## config.mk

```make
export PLATFORM = sky130hd
export DESIGN_NAME = record_header_parser
export DESIGN_NICKNAME = d
export VERILOG_FILES = /design/src/rtl/rhp_pkg.sv /design/src/rtl/rhp_front.sv /design/src/rtl/rhp_tok_fifo.sv /design/src/rtl/rhp_back.sv /design/src/rtl/record_header_parser.sv
export SDC_FILE = /design/constraint.sdc
export NUM_CORES = 1
export LEC_CHECK = 0
export BUFFER_PORTS_ARGS = -buffer_cell sky130_fd_sc_hd__buf_2
export CAP_MARGIN = 20
export CORE_ASPECT_RATIO = 1.25
export CORE_MARGIN = 2
export CORE_UTILIZATION = 48
export DETAILED_ROUTE_END_ITERATION = 10
export PLACE_DENSITY = 0.75
export SLEW_MARGIN = 20
export SYNTH_ARGS = -nofsm -noshare
export SYNTH_HDL_FRONTEND = slang
export SYNTH_SLANG_ARGS = --single-unit
export TNS_END_PERCENT = 1
```

## constraint.sdc

```tcl
create_clock -name clk -period 12.01 [get_ports clk]
set_clock_uncertainty 0.15 [all_clocks]
set_input_delay 0.6005 -clock clk [delete_from_list [all_inputs] [get_ports clk]]
set_output_delay 0.6005 -clock clk [all_outputs]
set_load 0.005 [all_outputs]
```

## src/rtl/rhp_pkg.sv

```systemverilog
// rhp_pkg: shared types, constants and helpers of the record header parser
// depends on: nothing
package rhp_pkg;

  // result kinds
  localparam logic KIND_FIELD  = 1'b0;
  localparam logic KIND_STATUS = 1'b1;

  // kept low bits of a varint; higher bits only fold into a sticky flag
  localparam int VAL_W = 18;

  // body lengths of serial types 0..6
  localparam logic [3:0] SMALL_LEN [0:6] = '{4'd0, 4'd1, 4'd2, 4'd3, 4'd4, 4'd6, 4'd8};

  // classified byte handed from the front end to the back end
  typedef struct packed {
    logic              has_hs;    // header size accepted, val holds it
    logic              has_st;    // serial type complete, val/big hold it
    logic              hdr_end;   // header ended cleanly on this byte
    logic              front_bad; // bad header size or open varint at header end
    logic              last;      // final byte of the record
    logic              last_bad;  // length, phase or size fault seen at last byte
    logic [VAL_W-1:0]  val;
    logic              big;       // varint has bits above VAL_W
    logic [15:0]       rlen;
  } rhp_tok_t;

  // body length of a serial type below 2**VAL_W
  function automatic logic [VAL_W-2:0] serial_len(input logic [VAL_W-1:0] st);
    logic [VAL_W-2:0] len;
    if (st <= VAL_W'(6)) begin
      len = (VAL_W-1)'(SMALL_LEN[st[2:0]]);
    end else if (st == VAL_W'(7)) begin
      len = (VAL_W-1)'(8);
    end else if (st <= VAL_W'(11)) begin
      len = '0;
    end else begin
      // (st-12)/2 for even and (st-13)/2 for odd both equal st/2 - 6
      len = st[VAL_W-1:1] - (VAL_W-1)'(6);
    end
    return len;
  endfunction

endpackage

```

## src/rtl/rhp_front.sv

```systemverilog
// rhp_front: accepts record bytes, assembles varints and classifies each byte
// depends on: rhp_pkg
module rhp_front #(
  parameter int MAX_RECORD_BYTES = 65535
) (
  input  logic              clk,
  input  logic              rst_n,
  input  logic              in_valid,
  output logic              in_stall,
  input  logic [7:0]        in_data_byte,
  input  logic [15:0]       in_record_length,
  input  logic              in_last_byte,
  input  logic              q_full,
  output logic              q_push,
  output rhp_pkg::rhp_tok_t q_tok
);
  import rhp_pkg::*;

  localparam logic [1:0] PH_SIZE  = 2'd0;
  localparam logic [1:0] PH_TYPES = 2'd1;
  localparam logic [1:0] PH_SKIP  = 2'd2;

  logic [1:0]       phase_r, phase_nxt;
  logic [VAL_W-1:0] vval_r, vval_nxt;
  logic             vbig_r, vbig_nxt;
  logic [3:0]       vcnt_r, vcnt_nxt;
  logic [15:0]      pos_r, pos_nxt;
  logic [15:0]      hlen_r, hlen_nxt;

  logic             accept;
  logic             in_range;
  logic [VAL_W-1:0] feed_val;
  logic             feed_big;
  logic [3:0]       feed_cnt;
  logic             feed_done;
  logic [16:0]      pos_inc;
  rhp_tok_t         tok;

  assign in_stall = q_full;
  assign accept   = in_valid && !q_full;
  assign in_range = pos_r < in_record_length;
  assign pos_inc  = {1'b0, pos_r} + 17'd1;

  // one varint step
  always_comb begin
    if (vcnt_r >= 4'd8) begin
      feed_val  = {vval_r[VAL_W-9:0], in_data_byte};
      feed_big  = vbig_r || (|vval_r[VAL_W-1:VAL_W-8]);
      feed_cnt  = 4'd9;
      feed_done = 1'b1;
    end else begin
      feed_val  = {vval_r[VAL_W-8:0], in_data_byte[6:0]};
      feed_big  = vbig_r || (|vval_r[VAL_W-1:VAL_W-7]);
      feed_cnt  = vcnt_r + 4'd1;
      feed_done = !in_data_byte[7];
    end
  end

  // classify the byte and work out the next front state
  always_comb begin
    phase_nxt = phase_r;
    vval_nxt  = vval_r;
    vbig_nxt  = vbig_r;
    vcnt_nxt  = vcnt_r;
    hlen_nxt  = hlen_r;
    pos_nxt   = (pos_r != 16'hFFFF) ? pos_inc[15:0] : pos_r;
    tok       = '0;
    tok.rlen  = in_record_length;

    if (in_range && (phase_r == PH_SIZE || phase_r == PH_TYPES)) begin
      vval_nxt = feed_val;
      vbig_nxt = feed_big;
      vcnt_nxt = feed_cnt;
      if (feed_done) begin
        vval_nxt = '0;
        vbig_nxt = 1'b0;
        vcnt_nxt = 4'd0;
        tok.val  = feed_val;
        tok.big  = feed_big;
        if (phase_r == PH_SIZE) begin
          if (feed_big || ({1'b0, feed_val} < {2'b00, pos_inc}) ||
              (feed_val > {2'b00, in_record_length})) begin
            tok.front_bad = 1'b1;
            phase_nxt     = PH_SKIP;
          end else begin
            tok.has_hs = 1'b1;
            hlen_nxt   = feed_val[15:0];
            phase_nxt  = PH_TYPES;
          end
        end else begin
          tok.has_st = 1'b1;
        end
      end
    end

    // header end reached with this byte
    if (phase_nxt == PH_TYPES && in_range && pos_inc == {1'b0, hlen_nxt}) begin
      phase_nxt = PH_SKIP;
      if (vcnt_nxt != 4'd0) begin
        tok.front_bad = 1'b1;
        vval_nxt      = '0;
        vbig_nxt      = 1'b0;
        vcnt_nxt      = 4'd0;
      end else begin
        tok.hdr_end = 1'b1;
      end
    end

    // final byte: status faults known here, then back to the start state
    if (in_last_byte) begin
      tok.last     = 1'b1;
      tok.last_bad = (pos_inc != {1'b0, in_record_length}) || (phase_nxt != PH_SKIP) ||
                     ({16'd0, in_record_length} > 32'(MAX_RECORD_BYTES));
      phase_nxt = PH_SIZE;
      vval_nxt  = '0;
      vbig_nxt  = 1'b0;
      vcnt_nxt  = 4'd0;
      pos_nxt   = 16'd0;
      hlen_nxt  = 16'd0;
    end
  end

  assign q_push = accept && (tok.has_hs || tok.has_st || tok.hdr_end || tok.front_bad ||
                             tok.last);
  assign q_tok  = tok;

  // front state registers
  always_ff @(posedge clk) begin
    if (!rst_n) begin
      phase_r <= PH_SIZE;
      vval_r  <= '0;
      vbig_r  <= 1'b0;
      vcnt_r  <= 4'd0;
      pos_r   <= 16'd0;
      hlen_r  <= 16'd0;
    end else if (accept) begin
      phase_r <= phase_nxt;
      vval_r  <= vval_nxt;
      vbig_r  <= vbig_nxt;
      vcnt_r  <= vcnt_nxt;
      pos_r   <= pos_nxt;
      hlen_r  <= hlen_nxt;
    end
  end

  // a varint never holds more than nine bytes
  a_vcnt_bound: assert property (@(posedge clk) disable iff (!rst_n) vcnt_r <= 4'd9)
    else $error("varint byte count out of range");

  // the skip phase never holds a partial varint
  a_skip_clean: assert property (@(posedge clk) disable iff (!rst_n)
    phase_r == PH_SKIP |-> vcnt_r == 4'd0)
    else $error("partial varint left in skip phase");

endmodule

```

## src/rtl/rhp_tok_fifo.sv

```systemverilog
// rhp_tok_fifo: two-entry queue of classified bytes between front and back
// depends on: rhp_pkg
module rhp_tok_fifo (
  input  logic              clk,
  input  logic              rst_n,
  input  logic              push,
  input  rhp_pkg::rhp_tok_t push_tok,
  output logic              full,
  input  logic              pop,
  output logic              empty,
  output rhp_pkg::rhp_tok_t head_tok
);
  import rhp_pkg::*;

  rhp_tok_t   mem_r [0:1];
  logic       wptr_r, wptr_nxt;
  logic       rptr_r, rptr_nxt;
  logic [1:0] cnt_r, cnt_nxt;

  assign full     = cnt_r == 2'd2;
  assign empty    = cnt_r == 2'd0;
  assign head_tok = mem_r[rptr_r];

  // pointer and fill count update
  always_comb begin
    wptr_nxt = push ? !wptr_r : wptr_r;
    rptr_nxt = pop ? !rptr_r : rptr_r;
    cnt_nxt  = cnt_r + {1'b0, push} - {1'b0, pop};
  end

  always_ff @(posedge clk) begin
    if (!rst_n) begin
      wptr_r <= 1'b0;
      rptr_r <= 1'b0;
      cnt_r  <= 2'd0;
    end else begin
      wptr_r <= wptr_nxt;
      rptr_r <= rptr_nxt;
      cnt_r  <= cnt_nxt;
    end
  end

  // queue storage
  always_ff @(posedge clk) begin
    if (push) begin
      mem_r[wptr_r] <= push_tok;
    end
  end

  a_no_overflow: assert property (@(posedge clk) disable iff (!rst_n) !(push && full))
    else $error("push into full queue");

  a_no_underflow: assert property (@(posedge clk) disable iff (!rst_n) !(pop && empty))
    else $error("pop from empty queue");

endmodule

```

## src/rtl/rhp_back.sv

```systemverilog
// rhp_back: tracks body offset and field count, emits descriptors and status
// depends on: rhp_pkg
module rhp_back #(
  parameter int MAX_FIELDS = 64
) (
  input  logic              clk,
  input  logic              rst_n,
  input  logic              q_empty,
  input  rhp_pkg::rhp_tok_t q_tok,
  output logic              q_pop,
  output logic              out_valid,
  input  logic              out_stall,
  output logic              out_result_kind,
  output logic [5:0]        out_field_index,
  output logic [17:0]       out_field_type,
  output logic [15:0]       out_field_offset,
  output logic              out_record_status,
  output logic              out_last_result
);
  import rhp_pkg::*;

  localparam int FC_W = $clog2(MAX_FIELDS + 1);

  logic [15:0]     boff_r, boff_nxt;
  logic [FC_W-1:0] fcnt_r, fcnt_nxt;
  logic            corrupt_r, corrupt_nxt;
  logic            pend_r, pend_nxt;
  logic            pend_status_r, pend_status_nxt;

  logic            out_valid_r, out_valid_nxt;
  logic            kind_r, kind_nxt;
  logic [5:0]      idx_r, idx_nxt;
  logic [17:0]     type_r, type_nxt;
  logic [15:0]     offs_r, offs_nxt;
  logic            status_r, status_nxt;
  logic            lastr_r, lastr_nxt;

  logic              load_ok;
  logic              emit_d;
  logic              emit_s;
  logic              stat_bit;
  logic [VAL_W-2:0]  len;
  logic [VAL_W-1:0]  sum;
  logic [15:0]       boff_w;
  logic              corrupt_w;
  logic [FC_W+5:0]   fcnt_ext;

  assign load_ok  = !out_valid_r || !out_stall;
  assign q_pop    = !q_empty && load_ok && !pend_r;
  assign len      = serial_len(q_tok.val);
  assign fcnt_ext = (FC_W+6)'(fcnt_r);

  // body offset and corruption bookkeeping for one transaction
  always_comb begin
    boff_w    = boff_r;
    corrupt_w = corrupt_r;
    fcnt_nxt  = fcnt_r;
    emit_d    = 1'b0;
    sum       = '0;
    if (q_tok.has_hs) begin
      boff_w = q_tok.val[15:0];
    end
    if (q_tok.front_bad) begin
      corrupt_w = 1'b1;
    end
    if (q_tok.has_st && !corrupt_w) begin
      sum = {2'b00, boff_w} + {1'b0, len};
      if (fcnt_r >= FC_W'(MAX_FIELDS)) begin
        corrupt_w = 1'b1;
      end else if (q_tok.big || sum > {2'b00, q_tok.rlen}) begin
        corrupt_w = 1'b1;
      end else begin
        emit_d   = 1'b1;
        fcnt_nxt = fcnt_r + FC_W'(1);
      end
    end
    // descriptor carries the offset before the add
    boff_nxt = emit_d ? sum[15:0] : boff_w;
    if (q_tok.hdr_end && !corrupt_w && boff_nxt != q_tok.rlen) begin
      corrupt_w = 1'b1;
    end
    emit_s      = q_tok.last;
    stat_bit    = corrupt_w || q_tok.last_bad;
    corrupt_nxt = corrupt_w;
    if (q_tok.last) begin
      boff_nxt    = 16'd0;
      fcnt_nxt    = '0;
      corrupt_nxt = 1'b0;
    end
  end

  // output register and pending status
  always_comb begin
    out_valid_nxt   = out_valid_r;
    kind_nxt        = kind_r;
    idx_nxt         = idx_r;
    type_nxt        = type_r;
    offs_nxt        = offs_r;
    status_nxt      = status_r;
    lastr_nxt       = lastr_r;
    pend_nxt        = pend_r;
    pend_status_nxt = pend_status_r;
    if (load_ok) begin
      out_valid_nxt = 1'b0;
      if (pend_r) begin
        out_valid_nxt = 1'b1;
        kind_nxt      = KIND_STATUS;
        idx_nxt       = 6'd0;
        type_nxt      = 18'd0;
        offs_nxt      = 16'd0;
        status_nxt    = pend_status_r;
        lastr_nxt     = 1'b1;
        pend_nxt      = 1'b0;
      end else if (q_pop && emit_d) begin
        out_valid_nxt   = 1'b1;
        kind_nxt        = KIND_FIELD;
        idx_nxt         = fcnt_ext[5:0];
        type_nxt        = q_tok.val;
        offs_nxt        = boff_w;
        status_nxt      = 1'b0;
        lastr_nxt       = 1'b0;
        pend_nxt        = emit_s;
        pend_status_nxt = stat_bit;
      end else if (q_pop && emit_s) begin
        out_valid_nxt = 1'b1;
        kind_nxt      = KIND_STATUS;
        idx_nxt       = 6'd0;
        type_nxt      = 18'd0;
        offs_nxt      = 16'd0;
        status_nxt    = stat_bit;
        lastr_nxt     = 1'b1;
      end
    end
  end

  // control registers
  always_ff @(posedge clk) begin
    if (!rst_n) begin
      boff_r      <= 16'd0;
      fcnt_r      <= '0;
      corrupt_r   <= 1'b0;
      pend_r      <= 1'b0;
      out_valid_r <= 1'b0;
    end else begin
      if (q_pop) begin
        boff_r    <= boff_nxt;
        fcnt_r    <= fcnt_nxt;
        corrupt_r <= corrupt_nxt;
      end
      pend_r      <= pend_nxt;
      out_valid_r <= out_valid_nxt;
    end
  end

  // payload registers
  always_ff @(posedge clk) begin
    pend_status_r <= pend_status_nxt;
    kind_r        <= kind_nxt;
    idx_r         <= idx_nxt;
    type_r        <= type_nxt;
    offs_r        <= offs_nxt;
    status_r      <= status_nxt;
    lastr_r       <= lastr_nxt;
  end

  assign out_valid         = out_valid_r;
  assign out_result_kind   = kind_r;
  assign out_field_index   = idx_r;
  assign out_field_type    = type_r;
  assign out_field_offset  = offs_r;
  assign out_record_status = status_r;
  assign out_last_result   = lastr_r;

  // a held status always sits behind a descriptor in the output register
  a_pend_behind_field: assert property (@(posedge clk) disable iff (!rst_n)
    pend_r |-> out_valid_r && kind_r == KIND_FIELD)
    else $error("pending status without descriptor ahead");

  a_fcnt_bound: assert property (@(posedge clk) disable iff (!rst_n)
    fcnt_r <= FC_W'(MAX_FIELDS))
    else $error("field count above limit");

endmodule

```

## src/rtl/record_header_parser.sv

```systemverilog
// record_header_parser: top level, front end, token queue and back end
// depends on: rhp_pkg, rhp_front, rhp_tok_fifo, rhp_back
//
//   channel  direction  handshake             payload
//   in_      input      in_valid / in_stall   data_byte, record_length, last_byte
//   out_     output     out_valid / out_stall result_kind, field_index, field_type,
//                                             field_offset, record_status, last_result
//
// one record byte is taken per cycle unless in_stall is raised; a byte that both
// completes the last serial type and ends the record holds the back end until both results are loaded
// results are registered in the queue and then in the back end's output register
// synchronous active-low reset returns to the start of a record; no clearing pass
// a two-entry queue lets the front end keep taking bytes while a result waits
module record_header_parser #(
  parameter int MAX_FIELDS       = 64,
  parameter int MAX_RECORD_BYTES = 65535
) (
  input  logic        clk,
  input  logic        rst_n,
  input  logic        in_valid,
  output logic        in_stall,
  input  logic [7:0]  in_data_byte,
  input  logic [15:0] in_record_length,
  input  logic        in_last_byte,
  output logic        out_valid,
  input  logic        out_stall,
  output logic        out_result_kind,
  output logic [5:0]  out_field_index,
  output logic [17:0] out_field_type,
  output logic [15:0] out_field_offset,
  output logic        out_record_status,
  output logic        out_last_result
);
  import rhp_pkg::*;

  logic     q_full;
  logic     q_push;
  logic     q_pop;
  logic     q_empty;
  rhp_tok_t push_tok;
  rhp_tok_t head_tok;

  // byte intake and varint decode
  rhp_front #(
    .MAX_RECORD_BYTES(MAX_RECORD_BYTES)
  ) u_front (
    .clk              (clk),
    .rst_n            (rst_n),
    .in_valid         (in_valid),
    .in_stall         (in_stall),
    .in_data_byte     (in_data_byte),
    .in_record_length (in_record_length),
    .in_last_byte     (in_last_byte),
    .q_full           (q_full),
    .q_push           (q_push),
    .q_tok            (push_tok)
  );

  // decoupling queue
  rhp_tok_fifo u_fifo (
    .clk      (clk),
    .rst_n    (rst_n),
    .push     (q_push),
    .push_tok (push_tok),
    .full     (q_full),
    .pop      (q_pop),
    .empty    (q_empty),
    .head_tok (head_tok)
  );

  // offset tracking and result generation
  rhp_back #(
    .MAX_FIELDS(MAX_FIELDS)
  ) u_back (
    .clk               (clk),
    .rst_n             (rst_n),
    .q_empty           (q_empty),
    .q_tok             (head_tok),
    .q_pop             (q_pop),
    .out_valid         (out_valid),
    .out_stall         (out_stall),
    .out_result_kind   (out_result_kind),
    .out_field_index   (out_field_index),
    .out_field_type    (out_field_type),
    .out_field_offset  (out_field_offset),
    .out_record_status (out_record_status),
    .out_last_result   (out_last_result)
  );

endmodule

```

[After elaboration in Yosys (flattened, before gate mapping)]
Memory sizes are Yosys's and may differ from the RTL's. A register that Yosys moved wholly into a read port is not among the register bits.
Index checks and enable logic that the tools add are counted.
Word-level totals
  memories: 2
  input port bits: 29
  flip-flop bits (word level): 130
  bits in writable memories: 82
  logic and storage cells: 187
  memory bits (read-only): 32
  output and inout bits: 45
Memories
  u_fifo.mem_r: depth 2, bits a word 41, rd ports 1, clocked after Yosys merged registers in 1, write ports 1, line rhp_tok_fifo.sv:15  | rhp_tok_t mem_r [0:1];
  (name not given): depth 8, bits a word 4, rd ports 1, clocked after Yosys merged registers in 0, write ports 0, line rhp_pkg.sv:32  | len = (VAL_W-1)'(SMALL_LEN[st[2:0]]);
Cells by class
  mux-type cells: 89
  eq/ne operators: 11
  reductions and logical operators: 47
  magnitude comparators: 9
  bitwise gates (word level): 2
  add/sub/neg operators: 7
Operators by type and width (count)
  2-to-1 mux 16 bit: 13
  2-to-1 mux 18 bit: 8
  2-to-1 mux 17 bit: 3
  2-to-1 mux 1 bit: 39
  2-to-1 mux 19 bit: 2
  greater-than comparator 18 x 16 -> 1 bit: 2
  2-to-1 mux 4 bit: 8
  2-to-1 mux 7 bit: 4
  2-to-1 mux 2 bit: 10
  adder 16 x 17 -> 18 bit: 1
  == test 18 x 3 -> 1 bit (second input constant): 1
  less-or-equal comparator 18 x 3 -> 1 bit (second input constant): 1
  less-or-equal comparator 18 x 4 -> 1 bit (second input constant): 1
  less-than comparator 18 x 17 -> 1 bit: 1
  adder 16 x 1 -> 17 bit (second input constant): 1
  == test 17 x 16 -> 1 bit: 1
  inequality test 17 x 16 -> 1 bit: 1
  subtractor 17 x 3 -> 17 bit (second input constant): 1
  less-than comparator 16 bit: 1
  inequality test 16 bit: 1
  inequality test 16 bit (second input constant): 1
  logical OR 1 bit: 13
  logical AND 1 bit: 12
  2-to-1 mux 6 bit: 2
  other kinds (22): 37

[Logic depth before layout (Yosys ltp)]
Gate-level depths: netlist of run 1.
  word-level depth: 20
  gate-level depth with buffers: 34
  depth with buffers taken out: 28

[Cells and area by module]
A second synthesis of run 1 with hierarchy kept.
Unflattened totals
  cell total of the unflattened synthesis: 1237
  area total of the unflattened synthesis: 13106.3 µm²
By module, submodules not included
  rhp_front: area an instance 4906.0 µm², instances 1, cells an instance 577, sequential area each 1141.1 µm²
  rhp_back: area an instance 4809.6 µm², instances 1, cells an instance 511, sequential area each 1811.7 µm²
  rhp_tok_fifo: area an instance 3390.8 µm², instances 1, cells an instance 149, sequential area each 2562.5 µm²

[Worst setup path before layout of run 1]
No wires, ideal clock.
  path type: flip-flop to flip-flop
  start: register (tool-made name)
  end: register u_back.idx_r[0], in the netlist u_back.out_field_index[0], enable pin
  arrival time: 8.599 ns
  setup time: 0.460 ns
  required time: 11.400 ns
  cell stages (with the launch flop): 31
  period minus slack after synthesis: 9.208 ns
  setup slack: 2.802 ns
  buffers on the path: 5
  cells stage by stage: dfxtp_1 buf_6 clkbuf_1 buf_2 buf_1 mux2i_1 inv_1 ha_1 a21o_1 o31ai_1 nor2_1 a21boi_0 o22ai_1 ha_1 a211oi_1 o21ai_0 a21boi_0 o21bai_1 a21o_1 xor2_1 ha_1 a211o_1 o211ai_1 a21oi_1 o41a_1 a21oi_1 a32oi_4 clkbuf_1 nand2_1 nand2_1 a22oi_1
RTL lines
  end signal: assignment: line rhp_back.sv:159  | idx_r <= idx_nxt;
  end: declaration: line rhp_back.sv:32  | logic [5:0] idx_r, idx_nxt;

==> metrics.md, run 1 <==
| Metric | Value |
|---|---|
| # port buffers | `73` |
| Most frequent cells in the layout | `nor2_1 (179), edfxtp_1 (125), ha_1 (90), nand2_1 (89), dfxtp_1 (87)` |
| Fillers | `2388` |
| Dpl ws | `between 2 and 3 ns` |
| Most common cell after layout, fill and taps aside | `nor2_1` |
| Utilization after layout | `54.8%` |
| CTS clk-pin slew, worst paths | `around 0.07 ns` |
| Final nets | `roughly 1500` |
| Hold Buf Count CTS | `0` |
| Syn-to-layout area delta | `12.1%` |
| CTS tree | `built` |
| Leakage power | `roughly 5.7 nW` |
| Post-synth EDFFs | `roughly 130` |
| First-pass GRT wire length | `between 50000 and 60000 um` |
| Worst EP arrival | `about 9.3 ns` |
| Core area | `roughly 26000 um^2` |
| Pins over their slew limit | `0` |
| DIE AREA | `about 28000 um^2` |
| CTS root buf | `clkbuf_16` |
| Async S/R FF share, synth | `0%` |
| Maximum Capacitance Violations | `0` |
| VDD IR max | `approximately 0.13 mV` |
| Detailed-route via count | `10500` |
| Setup TNS | `0 ns` |
| Overall Power | `between 0.003 and 0.004 W` |
| Power Density | `about 240 nW/um^2` |
| CP Depth | `26` |
| Synth cell types | `72` |
| Routability cong. | `roughly 1.0` |
| DIE WIDTH | `around 150 um` |
| CP top delay family | `compound AO/OA/AOI/OAI gates` |
| Rows | `66` |
| Buf/Inv on CP | `3` |
| Startpoint types | `register` |
| Fin crit share | `approximately three quarters` |
| Worst hold path startpoint | `in_record_length[11]` |
| Worst-Margin Slew | `1.06 ns` |
| Overflow after GRT | `0` |
| Hold depth | `1` |
| Min-Delay Path Class | `in -> reg` |
| Initial drt markers | `774` |
| Final Hold Violating Endpoints | `0` |
| Final WS setup | `2.77 ns` |
| Post-CTS Setup Inserts | `0` |
| Share of layout cells above drive strength 1 | `11.1%` |
| Top cell type's share of synthesized area | `between 20% and 30%` |
| Critical Path End Type | `register` |
| Initial Util | `48.9%` |
| Mapped cell area | `around 13000 um^2` |
| Post-route antenna net violation count | `0` |
| CP most frequent cell | `ha_1` |
| Number of global-route vias before repair | `9964` |
| CTS HTree Levels | `1` |
| Ant. Diodes | `0` |
| Chip height | `between 150 and 200 um` |
| Initial antenna violation count | `0` |
| Drt first pass iters | `7` |
| Status | `finished, final reports clean` |
| Fmax | `about 0.11 GHz` |
| Via/cell ratio | `around 6.0` |
| DRT Wirelength | `about 37000 um` |
| Syn Area/Cell | `approximately 9.6 um^2` |
| Post-DP HPWL | `28500 um` |
| I/O Pins | `74` |
| Post-CTS sizing | `0` |
| Net Count, Synth | `1450` |
| Crit path time final | `around 9.2 ns` |
| Max-slew headroom | `just under 30%` |
| Worst path required time | `between 10 and 15 ns` |
| Clock sink count | `roughly 210` |
| Synth warn | `0` |
| RSZ-0062 raised after global routing | `no` |
| DRC viols | `0` |
| CP Class | `reg -> reg` |
| CTS Buf Count | `23` |
| Cell accounting for the most synthesized area | `edfxtp_1` |
| R2r worst-path depth | `26` |
| Worst Path Max Fanout | `34` |
| Post-Synthesis Cells | `around 1300` |
| Seq cells post-synth | `213` |
| Top post-synthesis cells by area | `edfxtp_1 (29%), dfxtp_1 (14%), ha_1 (8.8%)` |
| CP peak stage delay | `~0.86 ns` |
| Highest-delay cell along the critical path | `dfxtp_2` |
| Largest net degree at the start of global routing | `63` |
| Ys flop type | `edfxtp_1` |
| # setup viols final | `0` |
| Sequential share of the synthesized area | `roughly 43%` |
| CTS max path bufs | `3` |
| GRT Total Usage | `between 20% and 30%` |
| Worst skew pair latency | `~0.52 ns` |
| DR WL/cell | `around 21 um` |
area by class of cell:
type                    count  area, um^2  area share (%)
multi-input cells         999        6810            47.6
flip-flops and latches    213        5520            38.6
clock buffers              30         653            4.56
repair buffers             88         490            3.43
well taps                 340         425            2.97
inverters                  69         262            1.83
clock inverters            11         148            1.03
synth_stat cells (all sizes together) (4+ instances only):
cell	instances
clkbuf	37
a21oi	78
nand4b	4
mux2i	56
a22o	21
edfxtp	125
ha	90
a211o	7
nor2b	6
nor3	30
and4	4
o211ai	17
a32oi	5
o22ai	6
a21o	16
o31ai	6
o21a	10
nand2	89
mux2	14
a21boi	5
xor2	26
nor2	181
a22oi	27
dfxtp	88
nand4	27
a2111oi	5
nor4	8
or3	9
and3	18
buf	12
inv	69
a31oi	9
xnor2	59
a221oi	5
and2	22
a211oi	11
nand2b	7
nand3	25
o21ai	58
cells by family (layout without fill, tap and decap cells):
kind of cell	count (synthesis)	after routing	synth area share (%)
adder cells (fa/ha/maj)	91	91	8.98
multiplexers	70	70	5.63
AND/OR/NAND/NOR	445	445	16.4
buffers and inverters	118	198	3.61
XOR/XNOR	85	85	5.83
flip-flops	213	213	43.2
AO/OA/AOI/OAI	308	308	16.4
metrics by stage:
stage / instances / hold WS [ns] / cell area (um^2)
5_1_grt: 1750 / 0.119 / 14300
3_5_place_dp: 1708 / 0.306 / 13500
3_3_place_gp: 1708 / 0.302 / 13500
4_1_cts: 1749 / 0.107 / 14300
2_1_floorplan: 1330 / 0.288 / 12800
6_report: 1750 / 0.128 / 14300
layer usage:
layer | track usage, % | part of all wire [%]
met5 | 0 | 0
met4 | 16.4 | 7.3
met3 | 3.23 | 6.1
met2 | 43.6 | 48
met1 | 32.4 | 39
sequential cells by signal, indices dropped and copies added (netlist names), 2 cells and up, named ones only:
name                     flops
u_front.pos_r               16
u_back.boff_r               16
u_back.fcnt_r                7
u_front.phase_r              2
u_back.out_field_type       18
u_fifo.cnt_r                 2
u_front.hlen_r              16
u_back.out_field_offset     16
u_fifo.mem_r                82
u_front.vval_r              18
u_front.vcnt_r               4
u_back.out_field_index       6
worst paths after layout:
check	endpoint	slack (ns)
max reg2reg	u_back.out_record_status	2.77
min	u_fifo.mem_r[0][11]	0.13
max	u_back.out_record_status	2.77
min reg2reg	u_front.hlen_r[14]	0.32
power breakdown:
part           switching, W  internal (W)  leakage (nW)  total [W]
clock              0.000290      0.000449         0.382   0.000739
sequential        0.0000591      0.000903          1.89   0.000962
combinational       0.00107      0.000593          3.45    0.00166
total               0.00142       0.00195          5.72    0.00337
Note: power is estimated with default switching activity, not from simulation.
==> inputs of run 2 (changes only) <==
--- a/config.mk
+++ b/config.mk
@@ -5,6 +5,7 @@
 export SDC_FILE = /design/constraint.sdc
 export NUM_CORES = 1
 export LEC_CHECK = 0
+export ABC_AREA = 1
 export BUFFER_PORTS_ARGS = -buffer_cell sky130_fd_sc_hd__buf_2
 export CAP_MARGIN = 20
 export CORE_ASPECT_RATIO = 1.25
==> constraint.sdc (replaced) <==
create_clock -name clk -period 8.7 [get_ports clk]
set_clock_uncertainty 0.15 [all_clocks]
set_input_delay 0.435 -clock clk [delete_from_list [all_inputs] [get_ports clk]]
set_output_delay 0.435 -clock clk [all_outputs]
set_load 0.005 [all_outputs]
==> run 2 against run 1 <==
Effect of this change: global-route usage shrank 0.14 points; design area grew 6.4%; largest power group unchanged; register-to-register slack worse by 1.7 ns.
==> metrics.md, run 2 <==
| Metric | Value |
|---|---|
| Clock network power share | `20.0% (-2.0 points)` |
| VDD IR max | `0.151 mV (+19%)` |
| Dpl ws | `1.17 ns (-1.63 ns)` |
| Worst Path Max Fanout | `49 (+44%)` |
| Final WS setup | `1.04 ns (-1.73 ns)` |
| # port buffers | `73 (unchanged)` |
| Clock sink count | `213 (unchanged)` |
| DRC viols | `0 (unchanged)` |
| First-pass GRT wire length | `61700 um (+8.3%)` |
| DRT Wirelength | `39400 um (+5.8%)` |
| Rows | `69 (+4.5%)` |
| Min-Delay Path Class | `in -> reg` |
| Setup TNS | `0 ns (unchanged)` |
| GRT Max-Usage Layer | `met2` |
| Synth cell types | `47 (-35%)` |
| Final Hold Violating Endpoints | `0 (unchanged)` |
| Via/cell ratio | `5.50 (-8.7%)` |
| Overflow after GRT | `0 (unchanged)` |
| Number of global-route vias before repair | `11900 (+20%)` |
| Pins over their slew limit | `0 (unchanged)` |
| DIE WIDTH | `155 um (+3.3%)` |
| Sequential Power Share | `25.6% (-3.0 points)` |
| DR WL/cell | `17.2 um (-19%)` |
| Count leader, synth | `nand2_1` |
| CTS clk-pin slew, worst paths | `0.06 ns (about the same)` |
| DIE AREA | `29800 um^2 (+6.7%)` |
| Critical Path End Type | `register` |
| Post-Synthesis Cells | `1844 (+39%)` |
| Synth warn | `0 (unchanged)` |
| Post-synth EDFFs | `125 (unchanged)` |
| Fin crit share | `88.1% (+11 points)` |
| Pint | `0.00282 W (+45%)` |
| GRT Total Usage | `26.2% (-0.14 points)` |
| Core area | `28200 um^2 (+8.2%)` |
| Top post-synthesis cells by area | `edfxtp_1 (28%), nand2_1 (14%), dfxtp_1 (13%)` |
| Chip height | `192 um (+3.3%)` |
| Status | `finished, final reports clean` |
| RSZ-0062 raised after global routing | `no` |
| Mapped cell area | `13600 um^2 (+6.8%)` |
| Most flops, register | `u_fifo.mem_r` |
| CTS HTree Levels | `1 (unchanged)` |
| Initial antenna violation count | `0 (unchanged)` |
| Crit path time final | `7.66 ns (-1.58 ns)` |
| Cell accounting for the most synthesized area | `edfxtp_1` |
| Most frequent cells in the layout | `nand2_1 (493), inv_1 (242), nor2_1 (169), a21oi_1 (147), nand3_1 (137)` |
| P_sw | `0.00237 W (+67%)` |
| Largest register FFs | `82 (unchanged)` |
| Initial Util | `48.3% (-0.61 points)` |
| Maximum Capacitance Violations | `0 (unchanged)` |
| Sequential share of the synthesized area | `40.4% (-2.8 points)` |
| Post-DP HPWL | `29900 um (+4.6%)` |
| Fmax | `0.130 GHz (+21%)` |
| CTS tree | `built` |
| Detailed-route via count | `12600 (+19%)` |
| CTS root buf | `clkbuf_16` |
| CP Class | `reg -> reg` |
| Highest-delay cell along the critical path | `buf_4` |
| Final nets | `2032 (+34%)` |
| Drt first pass iters | `6 (-1)` |
| Met3 Usage GRT | `3.19% (-0.039 points)` |
| Seq cells post-synth | `213 (unchanged)` |
| CP peak stage delay | `0.41 ns (-0.45 ns)` |
| CP top delay family | `simple AND/OR/NAND/NOR gates` |
| Max-slew headroom | `34.1% (+4.7 points)` |
| Share of layout cells above drive strength 1 | `9.69% (-1.4 points)` |
| I/O Pins | `74 (unchanged)` |
| Overall Power | `0.00519 W (+54%)` |
| Net Count, Synth | `1964 (+35%)` |
| Worst-Margin Slew | `0.985 ns (-0.0720 ns)` |
| Leakage power | `6.85 nW (+20%)` |
| Power Density | `341 nW/um^2 (+45%)` |
| Post-CTS sizing | `0 (unchanged)` |
| Most common cell after layout, fill and taps aside | `nand2_1` |
| Portion of total power attributed to combinational logic | `54.3% (+4.9 points)` |
| Syn-to-layout area delta | `11.6%` |
| Fillers | `2649 (+11%)` |
| Synth top cells by count | `nand2_1 (493), inv_1 (242), nor2_1 (170)` |
| CTS max path bufs | `3 (unchanged)` |
| Grt met2 use | `47.2% (+3.6 points)` |
| Worst EP arrival | `7.67 ns (-1.67 ns)` |
| Async S/R FF share, synth | `0% (unchanged)` |
| Sw Ratio | `45.7% (+3.5 points)` |
| Buf/Inv on CP | `10 (+7)` |
| Initial drt markers | `1037 (+34%)` |
| Syn Area/Cell | `7.40 um^2 (-23%)` |
| Post-route antenna net violation count | `0 (unchanged)` |
| # setup viols final | `0 (unchanged)` |
| Worst skew pair latency | `0.54 ns (+0.02 ns)` |
| Ys flop type | `edfxtp_1` |
| CTS Buf Count | `23 (unchanged)` |
| Routability cong. | `0.989 (-3.3%)` |
| Top cell type's share of synthesized area | `27.5% (-1.9 points)` |
| GR Util met1 | `30.1% (-2.3 points)` |
| Largest net degree at the start of global routing | `78 (+24%)` |
| Worst path required time | `8.71 ns (-3.40 ns)` |
| CP most frequent cell | `nand2_1` |
| Startpoint types | `register` |
| Min Hold Slack | `0.0164 ns (-0.112 ns)` |
run 2: changes by cell type after synthesis, sizes merged, moves of 23 or more:
cell and delta:
nand3 +114, mux2i -56, xnor2 -58, a21oi +69, inv +179, a22oi -23
o21ai +42, nand2 +417
run 2: metal layers:
metal | vias up | routed length (um) | share of wire, %
li1 | 6186 | - | -
met2 | 469 | 19500 | 49
met1 | 5782 | 15300 | 39
met3 | 121 | 2260 | 5.7
met5 | - | 0 | 0
met4 | 0 | 2350 | 6.0
run 2: repair_timing:
action,4_1_cts,5_1_grt
setup buffers,0,0
hold buffers,7,0
endpoints found under the hold margin,14,0
run 2: cells by family (layout without fill, tap and decap cells):
kind of cell / after synthesis / count (layout) / synth area share [%]
other: 0 / 1 / 0
flip-flops: 213 / 213 / 40.4
buffers and inverters: 308 / 393 / 8.84
adder cells (fa/ha/maj): 91 / 91 / 8.40
AO/OA/AOI/OAI: 297 / 297 / 11.8
AND/OR/NAND/NOR: 895 / 895 / 27.9
XOR/XNOR: 40 / 40 / 2.57
run 2: worst paths after layout:
kind	start	to	slack, ns	cells after the start
worst max-delay path	register	u_back.out_field_offset[9]	1.04	40
worst max register to register	register	u_back.out_field_offset[9]	1.04	40
worst min-delay path	in_record_length[14]	u_fifo.mem_r[1][14]	0.02	1
worst min register to register	u_back.boff_r[14]	u_back.boff_r[14]	0.31	2
run 2: power by group through the flow:
stage / clock network (W) / logic (W) / registers (W)
after floorplan: 0 / 0.00197 / 0.00136
after global placement: 0 / 0.00273 / 0.00135
after detailed placement: 0 / 0.00277 / 0.00135
after CTS: 0.00105 / 0.00279 / 0.00133
after global routing: 0.00109 / 0.00317 / 0.00135
final: 0.00104 / 0.00282 / 0.00133
run 2: area by class of cell:
| type | count | area, um^2 | share of cell area, % |
|---|---|---|---|
| multi-input combinational | 1323 | 6930 | 45.5 |
| antenna | 1 | 2.50 | 0.0164 |
| timing repair buffer | 101 | 593 | 3.90 |
| tap | 355 | 444 | 2.92 |
| sequential | 213 | 5520 | 36.2 |
| clock buffer | 27 | 611 | 4.01 |
| clock inverter | 15 | 189 | 1.24 |
| inverter | 250 | 941 | 6.18 |
run 2: per-stage QoR:
stage               area [um^2]  util [%]  cells
finish                    15200      53.9   2285
global route              15200      53.9   2284
CTS                       15200      53.9   2284
detailed placement        14400      50.8   2235
global placement          14400      50.8   2235
floorplan                 13600         -   1844
